==> src/hdl/range_median_filter_defines.svh <==
// Assertion macros for the range median filter.
`ifndef RANGE_MEDIAN_FILTER_DEFINES_SVH
`define RANGE_MEDIAN_FILTER_DEFINES_SVH
`ifndef SYNTH
// Check a consequence in the same cycle as its cause.
`define RMF_ASSERT_SAME(label, clk, rst_n, ante, cons) \
    label: assert property (@(posedge clk) disable iff (!(rst_n)) (ante) |-> (cons)) \
        else $error("range median filter check failed");
// Check a consequence in the cycle after its cause.
`define RMF_ASSERT_NEXT(label, clk, rst_n, ante, cons) \
    label: assert property (@(posedge clk) disable iff (!(rst_n)) (ante) |=> (cons)) \
        else $error("range median filter check failed");
`else
`define RMF_ASSERT_SAME(label, clk, rst_n, ante, cons)
`define RMF_ASSERT_NEXT(label, clk, rst_n, ante, cons)
`endif
`endif

==> src/hdl/rmf_pkg.sv <==
// Shared types, widths and register codes of the range median filter.
`default_nettype none
package rmf_pkg;

    // field widths
    localparam int unsigned DIST_W  = 16;
    localparam int unsigned TILT_W  = 16;
    localparam int unsigned DIV_W   = 24;
    localparam int unsigned OFF_W   = 11;
    localparam int unsigned WLEN_W  = 5;
    localparam int unsigned RANK_W  = 4;
    localparam int unsigned GAIN_W  = 9;
    localparam int unsigned DECAY_W = 16;

    // configuration port
    localparam int unsigned CFG_IDX_W  = 3;
    localparam int unsigned CFG_DATA_W = 16;

    localparam logic [CFG_IDX_W-1:0] CFG_RANGE_OFFSET       = 3'd0;
    localparam logic [CFG_IDX_W-1:0] CFG_WINDOW_LENGTH      = 3'd1;
    localparam logic [CFG_IDX_W-1:0] CFG_MEDIAN_RANK        = 3'd2;
    localparam logic [CFG_IDX_W-1:0] CFG_EXTRAPOLATION_GAIN = 3'd3;
    localparam logic [CFG_IDX_W-1:0] CFG_RANGE_MAX          = 3'd4;
    localparam logic [CFG_IDX_W-1:0] CFG_DIVERGENCE_DECAY   = 3'd5;

    // register reset values
    localparam logic [OFF_W-1:0]   RST_RANGE_OFFSET  = 11'd0;
    localparam logic [WLEN_W-1:0]  RST_WINDOW_LENGTH = 5'd9;
    localparam logic [RANK_W-1:0]  RST_MEDIAN_RANK   = 4'd5;
    localparam logic [GAIN_W-1:0]  RST_GAIN          = 9'd0;
    localparam logic [DIST_W-1:0]  RST_RANGE_MAX     = 16'd4000;
    localparam logic [DECAY_W-1:0] RST_DECAY         = 16'd58982;

    // history storage
    localparam int unsigned DEF_HISTORY_DEPTH = 16;

    // shared multiplier operand widths (signed)
    localparam int unsigned MUL_A_W = 25;
    localparam int unsigned MUL_B_W = 17;
    localparam int unsigned MUL_P_W = MUL_A_W + MUL_B_W;

    // sequencer states
    typedef enum logic [3:0] {
        ST_IDLE,
        ST_MULS,
        ST_SAMP,
        ST_CLOAD,
        ST_SCAN,
        ST_CHECK,
        ST_MULG,
        ST_FRESH,
        ST_MULD,
        ST_DIV,
        ST_DONE
    } t_state;

endpackage
`default_nettype wire

==> src/hdl/rmf_in_if.sv <==
// Input channel of the range median filter: one range sample word.
`default_nettype none
interface rmf_in_if;
    import rmf_pkg::*;

    logic              valid;
    logic              ready;
    logic [DIST_W-1:0] raw_distance;
    logic              read_failed;
    logic [TILT_W-1:0] tilt_factor;

    modport source (output valid, raw_distance, read_failed, tilt_factor, input ready);
    modport sink   (input valid, raw_distance, read_failed, tilt_factor, output ready);
endinterface
`default_nettype wire

==> src/hdl/rmf_out_if.sv <==
// Output channel of the range median filter: one filtered result word.
`default_nettype none
interface rmf_out_if;
    import rmf_pkg::*;

    logic              valid;
    logic              ready;
    logic [DIST_W-1:0] filtered_distance;
    logic [DIST_W-1:0] previous_distance;
    logic [DIV_W-1:0]  divergence;
    logic              sample_rejected;

    modport source (output valid, filtered_distance, previous_distance, divergence,
                    sample_rejected, input ready);
    modport sink   (input valid, filtered_distance, previous_distance, divergence,
                    sample_rejected, output ready);
endinterface
`default_nettype wire

==> src/hdl/range_median_filter.sv <==
// Top level of the range median filter: sequencer, history memory and shared multiplier.
//
// Usage: samples arrive as words on i_in (valid/ready), results leave as words on
// o_out (valid/ready), one result word for each sample word. Registers are written
// through i_cfg_we / i_cfg_idx / i_cfg_data while no sample is in flight.
// The block takes one sample at a time; i_in.ready is high only while it waits.
// A failed read goes from acceptance straight to the done state, then to the output register.
// A good read runs through the shared multiplier three times and selects the
// configured rank by a rank count: each candidate entry is compared against all n
// window entries, one compare a cycle from the history memory's read port; the
// selection stops at the candidate of the wanted rank, after k candidates (1 <= k <= n).
// Each candidate passes the load, scan and check states; the default window is 9.
// A finished result waits in the output register while the receiver stalls; a new
// sample may already be accepted and runs up to its last step, then holds.
// Reset (i_rst_n low, synchronous) restores the register defaults, clears the
// history through per-entry valid bits at once, and drops any pending result.
`default_nettype none
`include "range_median_filter_defines.svh"
module range_median_filter #(
    parameter int unsigned HISTORY_DEPTH = rmf_pkg::DEF_HISTORY_DEPTH
) (
    input  wire logic                           i_clk,
    input  wire logic                           i_rst_n,
    rmf_in_if.sink                              i_in,
    rmf_out_if.source                           o_out,
    input  wire logic                           i_cfg_we,
    input  wire logic [rmf_pkg::CFG_IDX_W-1:0]  i_cfg_idx,
    input  wire logic [rmf_pkg::CFG_DATA_W-1:0] i_cfg_data
);
    import rmf_pkg::*;

    localparam int unsigned IW = (HISTORY_DEPTH > 1) ? $clog2(HISTORY_DEPTH) : 1;
    localparam int unsigned LW = $clog2(HISTORY_DEPTH + 1);
    localparam logic [7:0]  DEPTH_B = 8'(HISTORY_DEPTH);

    // configuration registers
    logic [OFF_W-1:0]   r_off;
    logic [WLEN_W-1:0]  r_wlen;
    logic [RANK_W-1:0]  r_rank_cfg;
    logic [GAIN_W-1:0]  r_gain;
    logic [DIST_W-1:0]  r_rmax;
    logic [DECAY_W-1:0] r_decay;

    // filter state
    logic [IW-1:0]      r_wp,   n_wp;
    logic [DIST_W-1:0]  r_cur,  n_cur;
    logic [DIST_W-1:0]  r_last, n_last;
    logic [DIV_W-1:0]   r_div,  n_div;

    // sequencer and work registers
    t_state             r_state, n_state;
    logic [DIST_W-1:0]  r_raw,  n_raw;
    logic [TILT_W-1:0]  r_tilt, n_tilt;
    logic               r_fail, n_fail;
    logic [LW-1:0]      r_len,  n_len;
    logic [LW-1:0]      r_rank, n_rank;
    logic [IW-1:0]      r_i,    n_i;
    logic [LW-1:0]      r_j,    n_j;
    logic [IW-1:0]      r_jd,   n_jd;
    logic               r_cmp_vld, n_cmp_vld;
    logic [LW-1:0]      r_cnt,  n_cnt;
    logic [DIST_W-1:0]  r_cand, n_cand;
    logic [DIST_W-1:0]  r_med,  n_med;
    logic [DIST_W-1:0]  r_dev,  n_dev;
    logic [MUL_P_W-1:0] r_prod;

    // output register
    logic               r_o_vld, n_o_vld;
    logic [DIST_W-1:0]  r_o_filt;
    logic [DIST_W-1:0]  r_o_prev;
    logic [DIV_W-1:0]   r_o_div;
    logic               r_o_rej;

    // history memory with per-entry valid bits
    logic [DIST_W-1:0]  r_mem [HISTORY_DEPTH];
    logic [HISTORY_DEPTH-1:0] r_mem_vld;
    logic [DIST_W-1:0]  r_rd;
    logic               r_rd_vld;
    logic [IW-1:0]      rd_addr;
    logic               mem_we;
    logic [IW-1:0]      wr_addr;
    logic [DIST_W-1:0]  wr_data;
    logic [DIST_W-1:0]  rd_data;

    // multiplier operands
    logic signed [MUL_A_W-1:0] mul_a;
    logic signed [MUL_B_W-1:0] mul_b;

    // handshake
    logic in_acc;
    logic out_free;
    logic load_out;

    // window length and rank as seen by a new sample
    logic [7:0]    wlen_b;
    logic [7:0]    len_b;
    logic [7:0]    rank_b;
    logic [LW-1:0] len_eff;
    logic [LW-1:0] rank_eff;

    assign in_acc   = i_in.valid && i_in.ready;
    assign out_free = !r_o_vld || o_out.ready;
    assign load_out = (r_state == ST_DONE) && out_free;
    assign rd_data  = r_rd_vld ? r_rd : '0;

    always_comb begin
        wlen_b = {3'b0, r_wlen};
        if (wlen_b == 8'd0) begin
            len_b = 8'd1;
        end else if (wlen_b > DEPTH_B) begin
            len_b = DEPTH_B;
        end else begin
            len_b = wlen_b;
        end
        rank_b   = {4'b0, r_rank_cfg};
        len_eff  = LW'(len_b);
        rank_eff = (rank_b >= len_b) ? LW'(len_b - 8'd1) : LW'(rank_b);
    end

    // write configuration registers
    always_ff @(posedge i_clk) begin
        if (!i_rst_n) begin
            r_off      <= RST_RANGE_OFFSET;
            r_wlen     <= RST_WINDOW_LENGTH;
            r_rank_cfg <= RST_MEDIAN_RANK;
            r_gain     <= RST_GAIN;
            r_rmax     <= RST_RANGE_MAX;
            r_decay    <= RST_DECAY;
        end else if (i_cfg_we) begin
            case (i_cfg_idx)
                CFG_RANGE_OFFSET:       r_off      <= i_cfg_data[OFF_W-1:0];
                CFG_WINDOW_LENGTH:      r_wlen     <= i_cfg_data[WLEN_W-1:0];
                CFG_MEDIAN_RANK:        r_rank_cfg <= i_cfg_data[RANK_W-1:0];
                CFG_EXTRAPOLATION_GAIN: r_gain     <= i_cfg_data[GAIN_W-1:0];
                CFG_RANGE_MAX:          r_rmax     <= i_cfg_data[DIST_W-1:0];
                CFG_DIVERGENCE_DECAY:   r_decay    <= i_cfg_data[DECAY_W-1:0];
                default: ;
            endcase
        end
    end

    // next state
    always_comb begin
        n_state = r_state;
        case (r_state)
            ST_IDLE: begin
                if (in_acc) begin
                    n_state = i_in.read_failed ? ST_DONE : ST_MULS;
                end
            end
            ST_MULS:  n_state = ST_SAMP;
            ST_SAMP:  n_state = ST_CLOAD;
            ST_CLOAD: n_state = ST_SCAN;
            ST_SCAN: begin
                if (r_j == r_len) begin
                    n_state = ST_CHECK;
                end
            end
            ST_CHECK: n_state = (r_cnt == r_rank) ? ST_MULG : ST_CLOAD;
            ST_MULG:  n_state = ST_FRESH;
            ST_FRESH: n_state = ST_MULD;
            ST_MULD:  n_state = ST_DIV;
            ST_DIV:   n_state = ST_DONE;
            ST_DONE: begin
                if (out_free) begin
                    n_state = ST_IDLE;
                end
            end
            default:  n_state = ST_IDLE;
        endcase
    end

    // sequencer outputs: ready, memory address, multiplier operands
    always_comb begin
        i_in.ready = (r_state == ST_IDLE);
        rd_addr    = (r_state == ST_CLOAD) ? r_i : r_j[IW-1:0];
        mul_a      = '0;
        mul_b      = '0;
        case (r_state)
            ST_MULS: begin
                mul_a = $signed({{(MUL_A_W-DIST_W){1'b0}}, r_raw});
                mul_b = $signed({{(MUL_B_W-TILT_W){1'b0}}, r_tilt});
            end
            ST_MULG: begin
                mul_a = MUL_A_W'($signed({1'b0, r_med}) - $signed({1'b0, r_cur}));
                mul_b = $signed({{(MUL_B_W-GAIN_W){1'b0}}, r_gain});
            end
            ST_MULD: begin
                mul_a = $signed({{(MUL_A_W-DIV_W){1'b0}}, r_div});
                mul_b = $signed({{(MUL_B_W-DECAY_W){1'b0}}, r_decay});
            end
            default: ;
        endcase
    end

    // datapath next values
    always_comb begin
        logic [DIST_W:0]   scaled;
        logic [DIST_W:0]   sample;
        logic [IW-1:0]     wp_eff;
        logic [LW-1:0]     wp_inc;
        logic              less;
        logic [DIST_W:0]   med_sum;
        logic signed [28:0] t;
        logic [19:0]       q;
        logic [DIST_W-1:0] fresh;
        logic [DIV_W:0]    d;

        n_raw     = r_raw;
        n_tilt    = r_tilt;
        n_fail    = r_fail;
        n_len     = r_len;
        n_rank    = r_rank;
        n_wp      = r_wp;
        n_cur     = r_cur;
        n_last    = r_last;
        n_div     = r_div;
        n_i       = r_i;
        n_j       = r_j;
        n_jd      = r_jd;
        n_cmp_vld = r_cmp_vld;
        n_cnt     = r_cnt;
        n_cand    = r_cand;
        n_med     = r_med;
        n_dev     = r_dev;
        mem_we    = 1'b0;
        wr_addr   = '0;
        wr_data   = '0;

        scaled  = r_prod[DIST_W+15:15];
        sample  = '0;
        wp_eff  = (LW'(r_wp) >= LW'(HISTORY_DEPTH)) ? '0 : r_wp;
        wp_inc  = LW'(wp_eff) + LW'(1);
        less    = (rd_data < r_cand) || ((rd_data == r_cand) && (r_jd < r_i));
        med_sum = {1'b0, r_cand} + {1'b0, r_cur};
        t       = $signed({5'b0, r_med, 8'b0}) + $signed({r_prod[27], r_prod[27:0]});
        q       = t[27:8];
        fresh   = '0;
        d       = {1'b0, r_prod[DIV_W+15:16]} + {1'b0, r_dev, 8'b0};

        case (r_state)
            ST_IDLE: begin
                // latch the sample and the window setup
                if (in_acc) begin
                    n_raw  = i_in.raw_distance;
                    n_tilt = i_in.tilt_factor;
                    n_fail = i_in.read_failed;
                    n_len  = len_eff;
                    n_rank = rank_eff;
                end
            end
            ST_SAMP: begin
                // drop the offset, clamp, store and advance the ring position
                if (scaled > {6'b0, r_off}) begin
                    sample = scaled - {6'b0, r_off};
                end
                mem_we  = 1'b1;
                wr_addr = wp_eff;
                wr_data = sample[DIST_W] ? {DIST_W{1'b1}} : sample[DIST_W-1:0];
                n_wp    = (wp_inc >= r_len) ? '0 : wp_inc[IW-1:0];
                n_i     = '0;
            end
            ST_CLOAD: begin
                n_j       = '0;
                n_cmp_vld = 1'b0;
                n_cnt     = '0;
            end
            ST_SCAN: begin
                // take the candidate, then count entries that sort before it
                if (r_j == '0) begin
                    n_cand = rd_data;
                end
                if (r_cmp_vld && less) begin
                    n_cnt = r_cnt + LW'(1);
                end
                n_cmp_vld = (r_j < r_len);
                n_jd      = r_j[IW-1:0];
                if (r_j < r_len) begin
                    n_j = r_j + LW'(1);
                end
            end
            ST_CHECK: begin
                n_med = med_sum[DIST_W:1];
                n_i   = r_i + IW'(1);
            end
            ST_FRESH: begin
                // clamp the extrapolated distance and shift the history of outputs
                if (t[28]) begin
                    fresh = '0;
                end else if (q > {4'b0, r_rmax}) begin
                    fresh = r_rmax;
                end else begin
                    fresh = q[DIST_W-1:0];
                end
                n_last = r_cur;
                n_cur  = fresh;
                n_dev  = (r_med > fresh) ? (r_med - fresh) : (fresh - r_med);
            end
            ST_DIV: begin
                // leak and add the deviation, saturating
                n_div = d[DIV_W] ? {DIV_W{1'b1}} : d[DIV_W-1:0];
            end
            default: ;
        endcase
    end

    // output valid: set on load, drop on handshake
    always_comb begin
        n_o_vld = r_o_vld;
        if (load_out) begin
            n_o_vld = 1'b1;
        end else if (o_out.ready) begin
            n_o_vld = 1'b0;
        end
    end

    // control and state registers
    always_ff @(posedge i_clk) begin
        if (!i_rst_n) begin
            r_state   <= ST_IDLE;
            r_wp      <= '0;
            r_cur     <= '0;
            r_last    <= '0;
            r_div     <= '0;
            r_o_vld   <= 1'b0;
            r_cmp_vld <= 1'b0;
            r_i       <= '0;
            r_j       <= '0;
            r_cnt     <= '0;
            r_len     <= '0;
            r_rank    <= '0;
        end else begin
            r_state   <= n_state;
            r_wp      <= n_wp;
            r_cur     <= n_cur;
            r_last    <= n_last;
            r_div     <= n_div;
            r_o_vld   <= n_o_vld;
            r_cmp_vld <= n_cmp_vld;
            r_i       <= n_i;
            r_j       <= n_j;
            r_cnt     <= n_cnt;
            r_len     <= n_len;
            r_rank    <= n_rank;
        end
    end

    // payload registers and the shared multiplier
    always_ff @(posedge i_clk) begin
        r_raw  <= n_raw;
        r_tilt <= n_tilt;
        r_fail <= n_fail;
        r_jd   <= n_jd;
        r_cand <= n_cand;
        r_med  <= n_med;
        r_dev  <= n_dev;
        r_prod <= MUL_P_W'(mul_a * mul_b);
        if (load_out) begin
            r_o_filt <= r_cur;
            r_o_prev <= r_last;
            r_o_div  <= r_div;
            r_o_rej  <= r_fail;
        end
    end

    // history memory: one write port, one registered read port
    always_ff @(posedge i_clk) begin
        if (mem_we) begin
            r_mem[wr_addr] <= wr_data;
        end
        r_rd <= r_mem[rd_addr];
    end

    // entry valid bits: cleared at reset, set on write
    always_ff @(posedge i_clk) begin
        if (!i_rst_n) begin
            r_mem_vld <= '0;
            r_rd_vld  <= 1'b0;
        end else begin
            if (mem_we) begin
                r_mem_vld[wr_addr] <= 1'b1;
            end
            r_rd_vld <= r_mem_vld[rd_addr];
        end
    end

    assign o_out.valid             = r_o_vld;
    assign o_out.filtered_distance = r_o_filt;
    assign o_out.previous_distance = r_o_prev;
    assign o_out.divergence        = r_o_div;
    assign o_out.sample_rejected   = r_o_rej;

    // checks on the sequencer
    `RMF_ASSERT_NEXT(a_fail_skips, i_clk, i_rst_n, in_acc && i_in.read_failed, r_state == ST_DONE)
    `RMF_ASSERT_SAME(a_rank_in_window, i_clk, i_rst_n, r_state == ST_CHECK, r_cnt < r_len)
    `RMF_ASSERT_SAME(a_wp_in_window, i_clk, i_rst_n, r_state == ST_CLOAD, LW'(r_wp) < r_len)
    `RMF_ASSERT_SAME(a_scan_bound, i_clk, i_rst_n, r_state == ST_SCAN, r_j <= r_len)

endmodule
`default_nettype wire
==> src/flat_wrapper.sv <==
// flat-port wrapper written by rule: the top's interface ports become plain ports
module range_median_filter_flat import rmf_pkg::*;
#(
    parameter int unsigned HISTORY_DEPTH = rmf_pkg::DEF_HISTORY_DEPTH
)
  (i_clk, i_rst_n, i_cfg_we, i_cfg_idx, i_cfg_data, i_in_valid, i_in_raw_distance, i_in_read_failed, i_in_tilt_factor, i_in_ready, o_out_valid, o_out_filtered_distance, o_out_previous_distance, o_out_divergence, o_out_sample_rejected, o_out_ready);
  rmf_in_if i_in_i ();
  rmf_out_if o_out_i ();
  input  wire logic i_clk;
  input  wire logic i_rst_n;
  input  wire logic i_cfg_we;
  input  wire logic [rmf_pkg::CFG_IDX_W-1:0] i_cfg_idx;
  input  wire logic [rmf_pkg::CFG_DATA_W-1:0] i_cfg_data;
  input wire logic [$bits(i_in_i.valid)-1:0] i_in_valid;
  input wire logic [$bits(i_in_i.raw_distance)-1:0] i_in_raw_distance;
  input wire logic [$bits(i_in_i.read_failed)-1:0] i_in_read_failed;
  input wire logic [$bits(i_in_i.tilt_factor)-1:0] i_in_tilt_factor;
  output wire logic [$bits(i_in_i.ready)-1:0] i_in_ready;
  output wire logic [$bits(o_out_i.valid)-1:0] o_out_valid;
  output wire logic [$bits(o_out_i.filtered_distance)-1:0] o_out_filtered_distance;
  output wire logic [$bits(o_out_i.previous_distance)-1:0] o_out_previous_distance;
  output wire logic [$bits(o_out_i.divergence)-1:0] o_out_divergence;
  output wire logic [$bits(o_out_i.sample_rejected)-1:0] o_out_sample_rejected;
  input wire logic [$bits(o_out_i.ready)-1:0] o_out_ready;
  assign i_in_i.valid = i_in_valid;
  assign i_in_i.raw_distance = i_in_raw_distance;
  assign i_in_i.read_failed = i_in_read_failed;
  assign i_in_i.tilt_factor = i_in_tilt_factor;
  assign i_in_ready = i_in_i.ready;
  assign o_out_valid = o_out_i.valid;
  assign o_out_filtered_distance = o_out_i.filtered_distance;
  assign o_out_previous_distance = o_out_i.previous_distance;
  assign o_out_divergence = o_out_i.divergence;
  assign o_out_sample_rejected = o_out_i.sample_rejected;
  assign o_out_i.ready = o_out_ready;
  range_median_filter #(.HISTORY_DEPTH(HISTORY_DEPTH)) u_core (.i_clk(i_clk), .i_rst_n(i_rst_n), .i_in(i_in_i), .o_out(o_out_i), .i_cfg_we(i_cfg_we), .i_cfg_idx(i_cfg_idx), .i_cfg_data(i_cfg_data));
endmodule
==> config.mk <==
export PLATFORM = sky130hd
export DESIGN_NAME = range_median_filter_flat
export DESIGN_NICKNAME = d
export VERILOG_FILES = /design/src/hdl/rmf_pkg.sv /design/src/hdl/rmf_in_if.sv /design/src/hdl/rmf_out_if.sv /design/src/hdl/range_median_filter.sv /design/src/flat_wrapper.sv
export VERILOG_INCLUDE_DIRS = /design/src /design/src/hdl
export SDC_FILE = /design/constraint.sdc
export NUM_CORES = 2
export LEC_CHECK = 0
export ABC_AREA = 0
export BUFFER_PORTS_ARGS = -buffer_cell sky130_fd_sc_hd__buf_4
export CELL_PAD_IN_SITES_DETAIL_PLACEMENT = 0
export CELL_PAD_IN_SITES_GLOBAL_PLACEMENT = 1
export CORE_UTILIZATION = 50
export CTS_CLUSTER_SIZE = 24
export DETAILED_ROUTE_END_ITERATION = 16
export GPL_TIMING_DRIVEN = 0
export PLACE_DENSITY = 0.75
export SLEW_MARGIN = 0
export SYNTH_ARGS = -nofsm -noshare
export SYNTH_HDL_FRONTEND = slang
export SYNTH_SLANG_ARGS = --single-unit
==> constraint.sdc <==
create_clock -name i_clk -period 9.07 [get_ports i_clk]
set_input_delay 2.2675 -clock i_clk [delete_from_list [all_inputs] [get_ports i_clk]]
set_output_delay 2.2675 -clock i_clk [all_outputs]
set_load 0.01 [all_outputs]
==> results.yml <==
place:
  place_congestion: 0.948
  portBuffers: 115
  hpwl_um: 95900
  placed_area_um2: 44300
layout:
  drive_above_1_share: 0.133
  fillerInstances: 7048
  nets: 4852
  fin_util: 0.581
  layout_commonest_cell: "inv_1"
  area_growth_pct: 14.7
  final_cell_mix: "560 x inv_1, 508 x nand2_1, 398 x edfxtp_1, 372 x fa_1, 268 x nor2_1"
  final_area_um2: 47800
global_routing:
  grt_pass1_vias: 28812
  grt_max_degree: 41
  overflow: 0
  grt_pass1_wl_um: 180000
  antenna_found_initial: 7
  grt_use_total: 0.286
logic_synthesis:
  synth_ff_type: "edfxtp_1"
  synth_edf_count: 398
  synth-seq-area-share: 0.391
  syn_avg_cell_area_um2: 10.7
  async_reset_ff_frac: 0
  yosysUniqueCellTypes: 79
  syn_area_um2: 41700
  synth-seq-cells: 614
  synthCells: 3896
  yosysWarnings: 0
detailed_routing:
  wire_per_inst_um: 22.8
  drc_errors: 0
  wirelength_um: 120000
  vias_per_cell: 5.61
  dr.pass1.iters: 5
  ant_nets: 0
  vias: 29614
  drtIter0Drc: 2326
power:
  p_int_mw: 6.29
  vdd_drop_max_v: 0.000163
  power_frac_comb: 0.376
  power_mw: 10.2
  seq_power_share: 0.342
  p_sw_frac: 0.382
  powerDensity_nw_per_um2: 213
  leakage_nw: 20.2
  p_sw_mw: 3.89
  clkPwrFrac: 0.282
worst_setup_path:
  arrival_ps: 9400
  cp_max_fo: 5
  cp-end-kind: "flip-flop"
  cp-start-kind: "flip-flop"
  critPathMaxStageDelay_ps: 540
  path_class: "reg2reg"
  worstPathRequired_ps: 9610
  crit_buf_inv: 5
  slowest_stage: "fa_2"
  crit_top_cell: "fa_1"
  crit_family: "adder cells"
sta:
  fin_hold_ws_ps: 429
  finalCritPeriodShare: 0.977
  worst_pin_slew_ps: 1370
  finalCriticalPeriod_ps: 8860
  fmax_mhz: 113
  hold_violations: 0
  drv_slew: 0
  finalClockSkew_ps: 46.2
  relSlewSlack: 0.0844
  setup_viol: 0
  fin_tns_setup_ps: 0
floorplan:
  fp.coreArea_um2: 82200
  die_w_um: 291
  fp-row-count: 105
  die_area_um2: 84500
  initial_core_util: 0.506
  ios: 116
  die_height_um: 291
clocking:
  path_clk_slew_ps: 60
  clk_latency_ps: 660
  cts_buffers: 68
  numClockSinks: 614
  cts_tree: "built"
  cts_buffer_depth: 3
  htree_levels: 3
  root_buffer: "clkbuf_16"
hold_path:
  hp-class: "reg2reg"
flow_run:
  maxCapViolations: 0
run_status:
  status: "completed"
logic make-up (layout without fill, tap and decap cells):
| family | count (synthesis) | count (layout) | share of synthesized area |
|---|---|---|---|
| AND/OR/NAND/NOR | 1096 | 1096 | 0.115 |
| buffers and inverters | 701 | 1007 | 0.0639 |
| adder cells (fa/ha/maj) | 641 | 641 | 0.262 |
| flip-flops | 614 | 614 | 0.391 |
| AO/OA/AOI/OAI | 608 | 608 | 0.0951 |
| XOR/XNOR | 126 | 126 | 0.0265 |
| multiplexers | 108 | 108 | 0.0466 |
| other | 2 | 11 | 0.000180 |
timing repair:
| item | CTS | global route |
|---|---|---|
| setup endpoints to repair | 20 | 11 |
| buffers inserted | 18 | 23 |
| pin swaps | 10 | 64 |
| gates resized for setup | 56 | 119 |
| gates cloned | 0 | 0 |
| hold endpoints to repair | 0 | 0 |
| hold buffers | 0 | 0 |
layout make-up:
type,count,area (um^2),area share
multi-input cells,2589,23500,0.493
flip-flops and latches,614,16300,0.341
inverters,567,2130,0.0446
clock buffers,95,1930,0.0404
repair buffers,185,1560,0.0327
well taps,1070,1340,0.0280
plain buffers,129,539,0.0113
clock inverters,31,439,0.00920
diodes,1,2.50,0.0000524
worst register-to-register path: cells and delay by family (launching register included):
kind                     cells  cell delay (ps)
flip-flops                   1              480
AO/OA/AOI/OAI               15             3310
buffers and inverters        5              420
adder cells (fa/ha/maj)      8             3430
AND/OR/NAND/NOR              3              720
XOR/XNOR                     2              410
through the flow:
stage	cells	setup slack, ps
after floorplan	3904	732
after global placement	5089	-1550
after detailed placement	5118	-1510
after CTS	5260	0.683
after global routing	5280	-23.0
final	5281	208
synth_stat cells (25+ instances only):
cell type / number / area, um^2
inv_1: 564 / 2120
nand2_1: 517 / 1940
edfxtp_1: 398 / 12000
fa_1: 384 / 7690
nor2_1: 287 / 1080
ha_1: 257 / 3220
dfxtp_1: 216 / 4320
a21oi_1: 174 / 871
clkbuf_1: 113 / 424
o21ai_0: 94 / 470
xnor2_1: 72 / 631
mux4_2: 68 / 1530
a21o_1: 59 / 443
xor2_1: 54 / 473
and2_1: 52 / 325
o21a_1: 48 / 360
nand3_1: 42 / 210
nor3_1: 40 / 200
mux2i_1: 34 / 340
nor2b_1: 33 / 206
a21boi_0: 32 / 240
a31oi_1: 32 / 200
nand2b_1: 30 / 188
a211oi_1: 27 / 203
a22oi_1: 25 / 188
routing by layer:
metal | vias to the layer above | GRT usage | wire, um
met5 | - | 0 | 42
li1 | 13555 | - | -
met3 | 179 | 0.0430 | 8410
met2 | 963 | 0.441 | 54100
met1 | 14911 | 0.419 | 53900
met4 | 6 | 0.0874 | 3940
power groups by stage:
stage	logic (mW)	registers [mW]	clock network, mW
detailed placement	3.58	3.54	0
finish	3.83	3.48	2.87
global placement	3.56	3.55	0
global route	4.15	3.49	3.02
floorplan	2.36	3.45	0
CTS	3.65	3.48	2.92
sequential cells by signal, indices dropped and copies added (netlist names), 9 cells and up:
signal	cells
u_core.o_out.divergence	24
u_core.o_out.filtered_distance	16
u_core.o_out.previous_distance	16
u_core.r_cand	16
u_core.r_cur	16
u_core.r_decay	16
u_core.r_dev	16
u_core.r_div	24
u_core.r_gain	9
u_core.r_last	16
u_core.r_med	16
u_core.r_mem	256
u_core.r_mem_vld	16
u_core.r_off	11
u_core.r_prod	32
u_core.r_raw	16
u_core.r_rd	16
u_core.r_rmax	16
u_core.r_tilt	16
final timing paths:
check	from	to	slack, ps	cells after the start
worst min register to register	u_core.r_last[6]$_SDFFE_PN0P_	u_core.o_out.previous_distance[6]$_DFFE_PP_	430	0
worst min-delay path	u_core.r_last[6]$_SDFFE_PN0P_	u_core.o_out.previous_distance[6]$_DFFE_PP_	430	0
worst max register to register	u_core.r_med[1]$_DFFE_PP_	u_core.r_prod[39]$_DFF_P_	210	33
worst max-delay path	u_core.r_med[1]$_DFFE_PP_	u_core.r_prod[39]$_DFF_P_	210	33
No activity file was read; power rests on OpenSTA's default activity.
